`src/rtl/two_digit_stopwatch_display_assert.svh`:
```
// Assertion macros used by the stopwatch display RTL.
`ifndef TWO_DIGIT_STOPWATCH_DISPLAY_ASSERT_SVH
`define TWO_DIGIT_STOPWATCH_DISPLAY_ASSERT_SVH
`ifndef SYNTHESIS
`define SWD_ASSERT(lbl, clk, rst, expr) \
  lbl: assert property (@(posedge clk) disable iff (rst) (expr)) \
    else $error("assertion failed");
`define SWD_ASSERT_IMPLY(lbl, clk, rst, ante, cons) \
  lbl: assert property (@(posedge clk) disable iff (rst) (ante) |-> (cons)) \
    else $error("assertion failed");
`else
`define SWD_ASSERT(lbl, clk, rst, expr)
`define SWD_ASSERT_IMPLY(lbl, clk, rst, ante, cons)
`endif
`endif

```
`src/rtl/swd_pkg.sv`:
```
// Types, constants and segment decoding for the two-digit stopwatch display.
package swd_pkg;

  typedef struct packed {
    logic start_button;
    logic pause_button;
  } in_t;

  typedef struct packed {
    logic [7:0] segments;
    logic       tens_enable;
    logic       units_enable;
    logic       green_led_n;
    logic       yellow_led_n;
    logic [6:0] count_value;
  } out_t;

  typedef enum logic [7:0] {
    CFG_DEBOUNCE_TICKS     = 8'd0,
    CFG_DIGIT_TICKS        = 8'd1,
    CFG_COUNT_PERIOD_TICKS = 8'd2,
    CFG_CATHODE_POLARITY   = 8'd3
  } cfg_reg_t;

  typedef enum logic [1:0] {
    PH_IDLE    = 2'd0,
    PH_WAIT    = 2'd1,
    PH_RELEASE = 2'd2
  } phase_t;

  typedef struct packed {
    phase_t     phase;
    logic [7:0] timer;
    logic       toggle;
  } deb_t;

  localparam logic [7:0]  DEBOUNCE_RESET     = 8'd20;
  localparam logic [7:0]  DIGIT_RESET        = 8'd1;
  localparam logic [15:0] COUNT_PERIOD_RESET = 16'd1000;
  localparam logic [7:0]  BLANK_ANODE        = 8'hFF;
  localparam logic [7:0]  BLANK_CATHODE      = 8'h00;

  localparam logic [7:0] SEG_CODES [10] = '{
    8'hC0, 8'hF9, 8'hA4, 8'hB0, 8'h99, 8'h92, 8'h82, 8'hF8, 8'h80, 8'h90
  };

  function automatic logic [7:0] seg_code(logic [3:0] digit, logic polarity);
    logic [3:0] idx;
    logic [7:0] code;
    idx  = (digit > 4'd9) ? 4'd0 : digit;
    code = SEG_CODES[idx];
    return polarity ? ~code : code;
  endfunction

endpackage

```
`src/rtl/two_digit_stopwatch_display.sv`:
```
// Two-digit stopwatch with debounced buttons and a multiplexed seven-segment display.
// Each request is one 1 ms tick carrying two button levels and yields exactly one result
// with the digit drive, lamps and count after that tick. A request passes an input register
// and then a result register, which it enters when the output is not stalled; the whole tick
// update is one combinational pass between those registers, so a new request is taken every
// cycle while results are being drained. Configuration writes take effect on the next clock
// edge and belong to times when no request is in flight.
`include "two_digit_stopwatch_display_assert.svh"

module two_digit_stopwatch_display (
  input  logic          clk,
  input  logic          rst,
  input  logic          cfg_write_en,
  input  logic [7:0]    cfg_index,
  input  logic [15:0]   cfg_data,
  input  logic          in_valid,
  output logic          in_ready,
  input  swd_pkg::in_t  in_data,
  output logic          out_valid,
  input  logic          out_ready,
  output swd_pkg::out_t out_data
);

  // Configuration registers.
  logic [7:0]  debounce_ticks;
  logic [7:0]  digit_ticks;
  logic [15:0] count_period_ticks;
  logic        cathode_polarity;

  // Stopwatch state.
  logic            running, running_next;
  logic            paused, paused_next;
  logic [3:0]      tens_digit, tens_digit_next;
  logic [3:0]      units_digit, units_digit_next;
  logic [15:0]     period_timer, period_timer_next;
  logic [7:0]      digit_timer, digit_timer_next;
  logic            digit_select, digit_select_next;
  logic [7:0]      start_wait_timer, start_wait_timer_next;
  swd_pkg::phase_t start_phase, start_phase_next;
  logic [7:0]      pause_wait_timer, pause_wait_timer_next;
  swd_pkg::phase_t pause_phase, pause_phase_next;

  // Input and result stages.
  logic          in_full;
  swd_pkg::in_t  in_hold;
  logic          advance;
  swd_pkg::out_t result;

  function automatic swd_pkg::deb_t debounce_step(swd_pkg::phase_t phase, logic [7:0] timer,
                                                  logic level, logic [7:0] limit);
    swd_pkg::deb_t r;
    logic [7:0]    t;
    r.phase  = phase;
    r.timer  = timer;
    r.toggle = 1'b0;
    t        = timer + 8'd1;
    case (phase)
      swd_pkg::PH_WAIT: begin
        if (t >= limit) begin
          r.timer = '0;
          if (level) begin
            r.phase  = swd_pkg::PH_RELEASE;
            r.toggle = 1'b1;
          end else begin
            r.phase = swd_pkg::PH_IDLE;
          end
        end else begin
          r.timer = t;
        end
      end
      swd_pkg::PH_RELEASE: begin
        if (!level) begin
          r.phase = swd_pkg::PH_IDLE;
        end
      end
      default: begin
        if (level) begin
          r.phase = swd_pkg::PH_WAIT;
          r.timer = '0;
        end else begin
          r.phase = swd_pkg::PH_IDLE;
        end
      end
    endcase
    return r;
  endfunction

  assign advance  = in_full && (!out_valid || out_ready);
  assign in_ready = !in_full || advance;

  always_ff @(posedge clk) begin
    if (rst) begin
      debounce_ticks     <= swd_pkg::DEBOUNCE_RESET;
      digit_ticks        <= swd_pkg::DIGIT_RESET;
      count_period_ticks <= swd_pkg::COUNT_PERIOD_RESET;
      cathode_polarity   <= 1'b0;
    end else if (cfg_write_en) begin
      case (swd_pkg::cfg_reg_t'(cfg_index))
        swd_pkg::CFG_DEBOUNCE_TICKS:     debounce_ticks     <= cfg_data[7:0];
        swd_pkg::CFG_DIGIT_TICKS:        digit_ticks        <= cfg_data[7:0];
        swd_pkg::CFG_COUNT_PERIOD_TICKS: count_period_ticks <= cfg_data;
        swd_pkg::CFG_CATHODE_POLARITY:   cathode_polarity   <= cfg_data[0];
        default: ;
      endcase
    end
  end

  always_ff @(posedge clk) begin
    if (rst) begin
      in_full <= 1'b0;
    end else if (in_ready) begin
      in_full <= in_valid;
    end
    if (in_valid && in_ready) begin
      in_hold <= in_data;
    end
  end

  always_comb begin
    swd_pkg::deb_t start_deb;
    swd_pkg::deb_t pause_deb;
    logic [7:0]    dt_inc;
    logic [7:0]    seg;
    logic          ten_en;
    logic          unit_en;

    running_next          = running;
    paused_next           = paused;
    tens_digit_next       = tens_digit;
    units_digit_next      = units_digit;
    period_timer_next     = period_timer;
    digit_timer_next      = digit_timer;
    digit_select_next     = digit_select;
    pause_phase_next      = pause_phase;
    pause_wait_timer_next = pause_wait_timer;
    ten_en                = 1'b0;
    unit_en               = 1'b0;

    start_deb = debounce_step(start_phase, start_wait_timer, in_hold.start_button,
                              debounce_ticks);
    start_phase_next      = start_deb.phase;
    start_wait_timer_next = start_deb.timer;

    if (start_deb.toggle) begin
      running_next      = !running;
      period_timer_next = '0;
      digit_timer_next  = '0;
      digit_select_next = 1'b0;
      if (running) begin
        tens_digit_next  = '0;
        units_digit_next = '0;
        paused_next      = 1'b1;
      end
    end

    pause_deb = debounce_step(pause_phase, pause_wait_timer, in_hold.pause_button,
                              debounce_ticks);

    if (running_next) begin
      pause_phase_next      = pause_deb.phase;
      pause_wait_timer_next = pause_deb.timer;
      if (pause_deb.toggle) begin
        paused_next = !paused_next;
      end

      // The period timer keeps running while paused; only the count step is held.
      if ({1'b0, period_timer_next} + 17'd1 >= {1'b0, count_period_ticks}) begin
        period_timer_next = '0;
        if (!paused_next) begin
          if (units_digit_next >= 4'd9) begin
            units_digit_next = '0;
            tens_digit_next  = (tens_digit_next >= 4'd9) ? 4'd0 : tens_digit_next + 4'd1;
          end else begin
            units_digit_next = units_digit_next + 4'd1;
          end
        end
      end else begin
        period_timer_next = period_timer_next + 16'd1;
      end

      if (digit_select_next) begin
        seg     = swd_pkg::seg_code(units_digit_next, cathode_polarity);
        unit_en = 1'b1;
      end else begin
        seg    = swd_pkg::seg_code(tens_digit_next, cathode_polarity);
        ten_en = 1'b1;
      end
      dt_inc = digit_timer_next + 8'd1;
      if (dt_inc >= digit_ticks) begin
        digit_timer_next  = '0;
        digit_select_next = !digit_select_next;
      end else begin
        digit_timer_next = dt_inc;
      end
    end else begin
      pause_phase_next      = swd_pkg::PH_IDLE;
      pause_wait_timer_next = '0;
      period_timer_next     = '0;
      digit_timer_next      = '0;
      digit_select_next     = 1'b0;
      dt_inc                = '0;
      seg = cathode_polarity ? swd_pkg::BLANK_CATHODE : swd_pkg::BLANK_ANODE;
    end

    result.segments     = seg;
    result.tens_enable  = ten_en;
    result.units_enable = unit_en;
    result.green_led_n  = !running_next;
    result.yellow_led_n = !(running_next && paused_next);
    result.count_value  = {tens_digit_next, 3'b000} + {2'b00, tens_digit_next, 1'b0}
                        + {3'b000, units_digit_next};
  end

  always_ff @(posedge clk) begin
    if (rst) begin
      running          <= 1'b0;
      paused           <= 1'b1;
      tens_digit       <= '0;
      units_digit      <= '0;
      period_timer     <= '0;
      digit_timer      <= '0;
      digit_select     <= 1'b0;
      start_wait_timer <= '0;
      start_phase      <= swd_pkg::PH_IDLE;
      pause_wait_timer <= '0;
      pause_phase      <= swd_pkg::PH_IDLE;
    end else if (advance) begin
      running          <= running_next;
      paused           <= paused_next;
      tens_digit       <= tens_digit_next;
      units_digit      <= units_digit_next;
      period_timer     <= period_timer_next;
      digit_timer      <= digit_timer_next;
      digit_select     <= digit_select_next;
      start_wait_timer <= start_wait_timer_next;
      start_phase      <= start_phase_next;
      pause_wait_timer <= pause_wait_timer_next;
      pause_phase      <= pause_phase_next;
    end
  end

  always_ff @(posedge clk) begin
    if (rst) begin
      out_valid <= 1'b0;
    end else if (!out_valid || out_ready) begin
      out_valid <= in_full;
    end
    if (advance) begin
      out_data <= result;
    end
  end

  `SWD_ASSERT(a_digits_bcd, clk, rst, (tens_digit <= 4'd9) && (units_digit <= 4'd9))
  `SWD_ASSERT_IMPLY(a_stopped_paused, clk, rst, !running, paused)
  `SWD_ASSERT_IMPLY(a_one_digit, clk, rst, out_valid,
                    $onehot0({out_data.tens_enable, out_data.units_enable}))
  `SWD_ASSERT_IMPLY(a_stopped_blank, clk, rst, out_valid && out_data.green_led_n,
                    !out_data.tens_enable && !out_data.units_enable && out_data.count_value == 7'd0)
  `SWD_ASSERT_IMPLY(a_count_range, clk, rst, out_valid, out_data.count_value <= 7'd99)

endmodule
```
`config.mk`:
```
export PLATFORM = sky130hd
export DESIGN_NAME = two_digit_stopwatch_display
export DESIGN_NICKNAME = d
export VERILOG_FILES = /design/src/rtl/swd_pkg.sv /design/src/rtl/two_digit_stopwatch_display.sv
export VERILOG_INCLUDE_DIRS = /design/src /design/src/rtl
export SDC_FILE = /design/constraint.sdc
export NUM_CORES = 1
export LEC_CHECK = 0
export BUFFER_PORTS_ARGS = -buffer_cell sky130_fd_sc_hd__buf_2
export CORE_ASPECT_RATIO = 0.9
export CORE_UTILIZATION = 49
export CTS_CLUSTER_SIZE = 10
export DETAILED_ROUTE_END_ITERATION = 8
export PLACE_DENSITY = 0.64
export SLEW_MARGIN = 20
export SYNTH_ARGS = -nofsm -noshare
export SYNTH_HDL_FRONTEND = slang
export SYNTH_SLANG_ARGS = --single-unit
```
`constraint.sdc`:
```
create_clock -name clk -period 13 [get_ports clk]
set_clock_uncertainty 0.1 [all_clocks]
set_input_delay 1.95 -clock clk [delete_from_list [all_inputs] [get_ports clk]]
set_output_delay 1.95 -clock clk [all_outputs]
set_load 0.05 [all_outputs]
```
# Yosys cells after proc, flatten, opt, wreduce, memory -nomap -nowiden
# Memory sizes are Yosys's and may differ from the RTL's.
# Index checks and enable logic that the tools add are counted.
[op_classes]
n_addsub = 9
multipliers = 0
div = 0
n_lt_le_gt_ge = 10
eq_ne = 13
shifts = 0
n_mux = 67
bitwise_logic = 5
reduce_logical = 22
[op_table]
columns = ["operator", "n"]
rows = [
  ["$mux W8", 17],
  ["$mux W4", 17],
  ["$mux W16", 3],
  ["$pmux W8 S2", 2],
  ["$add A8 B1 Y8 const B", 3],
  ["$ge A8 B8 Y1", 3],
  ["$mux W1", 19],
  ["$add A16 B1 Y17 const B", 1],
  ["$ge A17 B16 Y1", 1],
  ["$add A16 B1 Y16 const B", 1],
  ["$eq A8 B2 Y1 const B", 2],
  ["$not A8 Y8", 2],
  ["$mux W2", 7],
  ["$reduce_and A3 Y1", 4],
  ["$ge A5 B5 Y1 const B", 2],
  ["$not A4 Y5", 2],
  ["$add A4 B1 Y4 const B", 2],
  ["$eq A8 B1 Y1 const B", 1],
  ["$ge A4 B4 Y1 const B", 2],
  ["$gt A4 B4 Y1 const B", 2],
  ["$logic_not A8 Y1", 1],
  ["$pmux W2 S2", 2],
  ["$reduce_and A2 Y1", 4],
  ["$add A7 B4 Y7", 1],
  ["11 further kinds", 25],
]
[totals]
register_bits = 111
latch_bits = 0
ram_bits = 0
rom_bits = 256
inputBits = 31
output_inout_bits = 21
word_cells = 153
mem_count = 2
[mem_list]
columns = ["memory", "words", "width", "read_ports", "rd_clocked_by_memory_dff", "wr", "line_no", "rtl"]
rows = [
  ["(no name shown)", 16, 8, 1, 0, 0, "swd_pkg.sv:51", "code = SEG_CODES[idx];"],
  ["(no name shown)", 16, 8, 1, 0, 0, "swd_pkg.sv:51", ""],
]

# Depth between registers and ports, before layout
[depth]
depth_word = 21
depth_mapped = 36
ltp_nobuf = 34

# Least setup slack after synthesis
# No wires, ideal clock.
[synth_timing]
path_type = "register -> register"
start = "register start_wait_timer[2]"
end = "register out_data[6] (netlist name), data pin"
setup_ps = 270
t_arrival_ps = 6471
required_time_ps = 12630
slack_ps = 6158
path_stages_with_launch = 34
path_buffers = 1
period_less_slack_ps = 6842
cell_sequence = "dfxtp_1 and3_1 and3_1 nand3_1 xnor2_1 ha_1 a21oi_1 o21a_1 o21ai_4 nand3_1 clkbuf_1 and2_1 ha_1 nand2_1 nor2_1 nand4_1 xor2_1 nor2_1 ha_1 a211oi_1 nor2_1 nor2_1 o2111ai_1 o21bai_2 nor2_4 maj3_1 a21oi_1 inv_1 fa_1 fa_1 inv_1 a21o_1 a21oi_1 xnor2_1"
[synth_lines]
columns = ["item", "line_no", "rtl"]
rows = [
  ["start: declaration", "two_digit_stopwatch_display.sv:38", "logic [7:0] start_wait_timer, start_wait_timer_next;"],
  ["start signal: assignment", "two_digit_stopwatch_display.sv:235", "start_wait_timer <= start_wait_timer_next;"],
  ["end signal: assignment", "two_digit_stopwatch_display.sv:249", "out_data <= result;"],
  ["end: declaration", "two_digit_stopwatch_display.sv:21", "output swd_pkg::out_t out_data"],
]

==> flow_summary.yaml <==
detailed_routing:
  drt-initial-drc-count: 472
  drc_errors: 0
  dr_total_vias: 6068
  routed_wl_um: 17000
  wl_per_cell_um: 15.6
  via_per_inst: 5.58
  ant_nets: 0
  first_pass_iters: 5
clock_tree:
  cts_root_buffer: "clkbuf_16"
  cts_hold_buffers: 0
  htreeDepth: 3
  insertion_delay_ns: 0.35
  cts_made_buffers: 9
  clkTransAtPathRegs_ns: 0.07
  cts_resized: 0
  cts_setup_buffers: 0
  clock_path_buffers: 2
  cts_tree: "yes"
  cts_num_sinks: 111
logic_synthesis:
  yosys-top-cells-area: "dfxtp_1 25%, ha_1 12%, edfxtp_1 8.9%"
  ys_ff_latch: 111
  synth_area_um2: 7120
  ys_types: 72
  syn_nets: 957
  synth_warnings: 0
  ys_seq_area_frac: 0.342
  synthCells: 853
  synthArstFlopShare: 0
  yosys.area.top_type_share: 0.253
  synthFlopType: "dfxtp_1"
  avgSynthCellArea_um2: 8.35
  synth_edf_count: 21
  synth_top_cell_by_area: "dfxtp_1"
critical_path:
  max_stage_delay_ns: 0.59
  r2r_start: "start_wait_timer[2]$_SDFFE_PP0P_"
  required_ns: 12.99
  crit_path_start: "start_wait_timer[2]$_SDFFE_PP0P_"
  r2r-end: "out_data[6]$_DFFE_PP_"
  rrSetupSlack_ns: 4.99
  cp_max_fo: 19
  reg2reg_depth: 34
  worstSetupPathType: "reg -> reg"
  slowest_stage: "nand3_1"
  crit_end: "out_data[6]$_DFFE_PP_"
  worstPathArrival_ns: 8.00
  cp-end-kind: "flop"
  start_kind: "flop"
final_layout:
  fillerInstances: 1299
  layout.nets: 994
  drive_gt1_frac: 0.105
  instances_no_fill: 1088
  utilization: 0.557
  diodes: 0
  syn_to_final_growth_pct: 10.3
floorplanning:
  num_rows: 41
  die-area_um2: 15000
  io_pins: 52
  initial_core_util: 0.505
  fp.coreArea_um2: 14100
  die_w_um: 129
  die_y_um: 116
place:
  dpl.hpwl_um: 12500
  gp_congestion: 0.894
  io_buffers: 51
  dpl.cell_count: 1072
sta:
  rsz0062_at_grt: "no"
  setup_viol: 0
  fin_crit_sh: 0.616
  setup_tns_ns: 0
  drv_slew: 0
  tightest_slew_ns: 0.878
  period_minus_slack_ns: 8.01
  max_freq_mhz: 125
  slew_headroom: 0.415
  hold_viol: 0
global_route:
  overflow: 0
  grt_max_degree: 80
  grt_pass1_wl_um: 28200
  grt_pass1_vias: 5727
  grtUsageTotal: 0.242
  antenna_found_initial: 0
pwr:
  power.density_nw_per_um2: 87.5
  vdd_ir_drop_max_uv: 60.4
  total_power_mw: 0.687
  p_leak_nw: 3.24
run:
  max_cap_viol_count: 0
outcome:
  status: "complete, no violations"
hold_path:
  holdCritPathClass: "reg -> reg"
[synthesized netlist by cell type, types with 8 or more instances]
| cell | count |
|---|---|
| xor2_1 | 23 |
| nor3_1 | 17 |
| a21o_1 | 13 |
| o211ai_1 | 9 |
| xnor2_1 | 24 |
| nand3_1 | 30 |
| nor2_1 | 128 |
| and3_1 | 10 |
| dfxtp_1 | 90 |
| clkbuf_1 | 31 |
| nand4_1 | 10 |
| a22oi_1 | 24 |
| o21ai_0 | 15 |
| a211oi_1 | 8 |
| a21oi_1 | 54 |
| mux2i_1 | 18 |
| edfxtp_1 | 21 |
| inv_1 | 72 |
| ha_1 | 71 |
| nand2_1 | 77 |
[stage by stage]
stage               area, um^2  worst slack (ns)  hold WS [ns]
finish                    7860              4.99         0.356
global route              7860              4.28         0.379
CTS                       7860              4.98         0.358
detailed placement        7560              5.01         0.348
global placement          7560              5.39         0.346
floorplan                 7120              6.16         0.336
[report_power, final]
part / total, mW / switching, mW / leakage, nW / internal, mW
registers: 0.358 / 0.00346 / 0.893 / 0.354
clock network: 0.274 / 0.127 / 0.144 / 0.147
logic: 0.0556 / 0.0383 / 2.20 / 0.0173
total: 0.687 / 0.168 / 3.24 / 0.519
[critical path: cells and delay by family, from the launching register on]
family | cells | cell delay (ns)
xor gates and xnor gates | 3 | 0.42
buffers and inverters | 2 | 0.12
adders and majority gates | 6 | 1.59
DFF | 1 | 0.42
muxes | 1 | 0.34
and+or+nand+nor | 14 | 2.50
AOI/OAI and AO/OA | 8 | 2.23
[sequential cells by signal (all words and copies together), names as in the netlist]
name,count
cathode_polarity,1
count_period_ticks,16
debounce_ticks,8
digit_select,1
digit_ticks,8
digit_timer,8
in_full,1
in_hold,2
out_data,19
out_valid,1
pause_phase,2
pause_wait_timer,8
paused,1
period_timer,16
running,1
start_phase,2
start_wait_timer,8
tens_digit,4
units_digit,4
[per-layer routing]
layer / GRT usage / part of all wire / vias up
met5: 0 / 0 / -
met4: 0.0573 / 0.012 / 0
met3: 0.0486 / 0.046 / 15
met1: 0.311 / 0.47 / 2882
met2: 0.417 / 0.48 / 125
li1: - / - / 3046
[cell families (layout without fill, tap and decap cells)]
logic type	after synthesis	after routing	synth area share
buf+inv	106	148	0.0562
xor+xnor	48	48	0.0617
simple gates	314	314	0.201
flops	111	111	0.342
fa+ha+maj	74	74	0.132
mux	20	20	0.0285
compound gates	180	180	0.179
[placed cells by master (no fill, tap or decap), types with 3 or more instances in the layout]
cell / instances
a211o_1: 3
a211oi_1: 8
a21o_1: 13
a21oi_1: 54
a22oi_1: 24
a31oi_1: 7
and2_1: 7
and3_1: 10
buf_2: 51
buf_4: 9
clkbuf_16: 10
dfxtp_1: 90
edfxtp_1: 21
ha_1: 71
inv_1: 72
mux2i_1: 18
nand2_1: 77
nand2b_1: 6
nand3_1: 30
nand3b_1: 6
nand4_1: 10
nor2_1: 128
nor2b_1: 5
nor3_1: 16
nor3b_1: 5
o211ai_1: 9
o21a_1: 3
o21ai_0: 15
o21ai_1: 7
o22ai_1: 3
o31a_1: 3
xnor2_1: 24
xor2_1: 23
[worst min-delay path by stage]
stage,start,end,slack (ns),cells after the start
floorplan,count_period_ticks[10]$_SDFFE_PP0P_,count_period_ticks[10]$_SDFFE_PP0P_,0.34,2
global placement,count_period_ticks[1]$_SDFFE_PP0P_,count_period_ticks[1]$_SDFFE_PP0P_,0.35,2
detailed placement,count_period_ticks[13]$_SDFFE_PP0P_,count_period_ticks[13]$_SDFFE_PP0P_,0.35,2
CTS,count_period_ticks[13]$_SDFFE_PP0P_,count_period_ticks[13]$_SDFFE_PP0P_,0.36,2
global route,count_period_ticks[13]$_SDFFE_PP0P_,count_period_ticks[13]$_SDFFE_PP0P_,0.38,2
finish,count_period_ticks[13]$_SDFFE_PP0P_,count_period_ticks[13]$_SDFFE_PP0P_,0.36,2
[area by class of cell]
type | instances | area (um^2) | share of cell area
Clock inverter | 4 | 26.3 | 0.00335
Multi-Input combinational cell | 636 | 4290 | 0.547
Tap cell | 193 | 241 | 0.0307
Clock buffer | 12 | 268 | 0.0341
Timing Repair Buffer | 60 | 323 | 0.0411
Inverter | 72 | 270 | 0.0344
Sequential cell | 111 | 2430 | 0.310
Power figures use the tool's default switching activity.
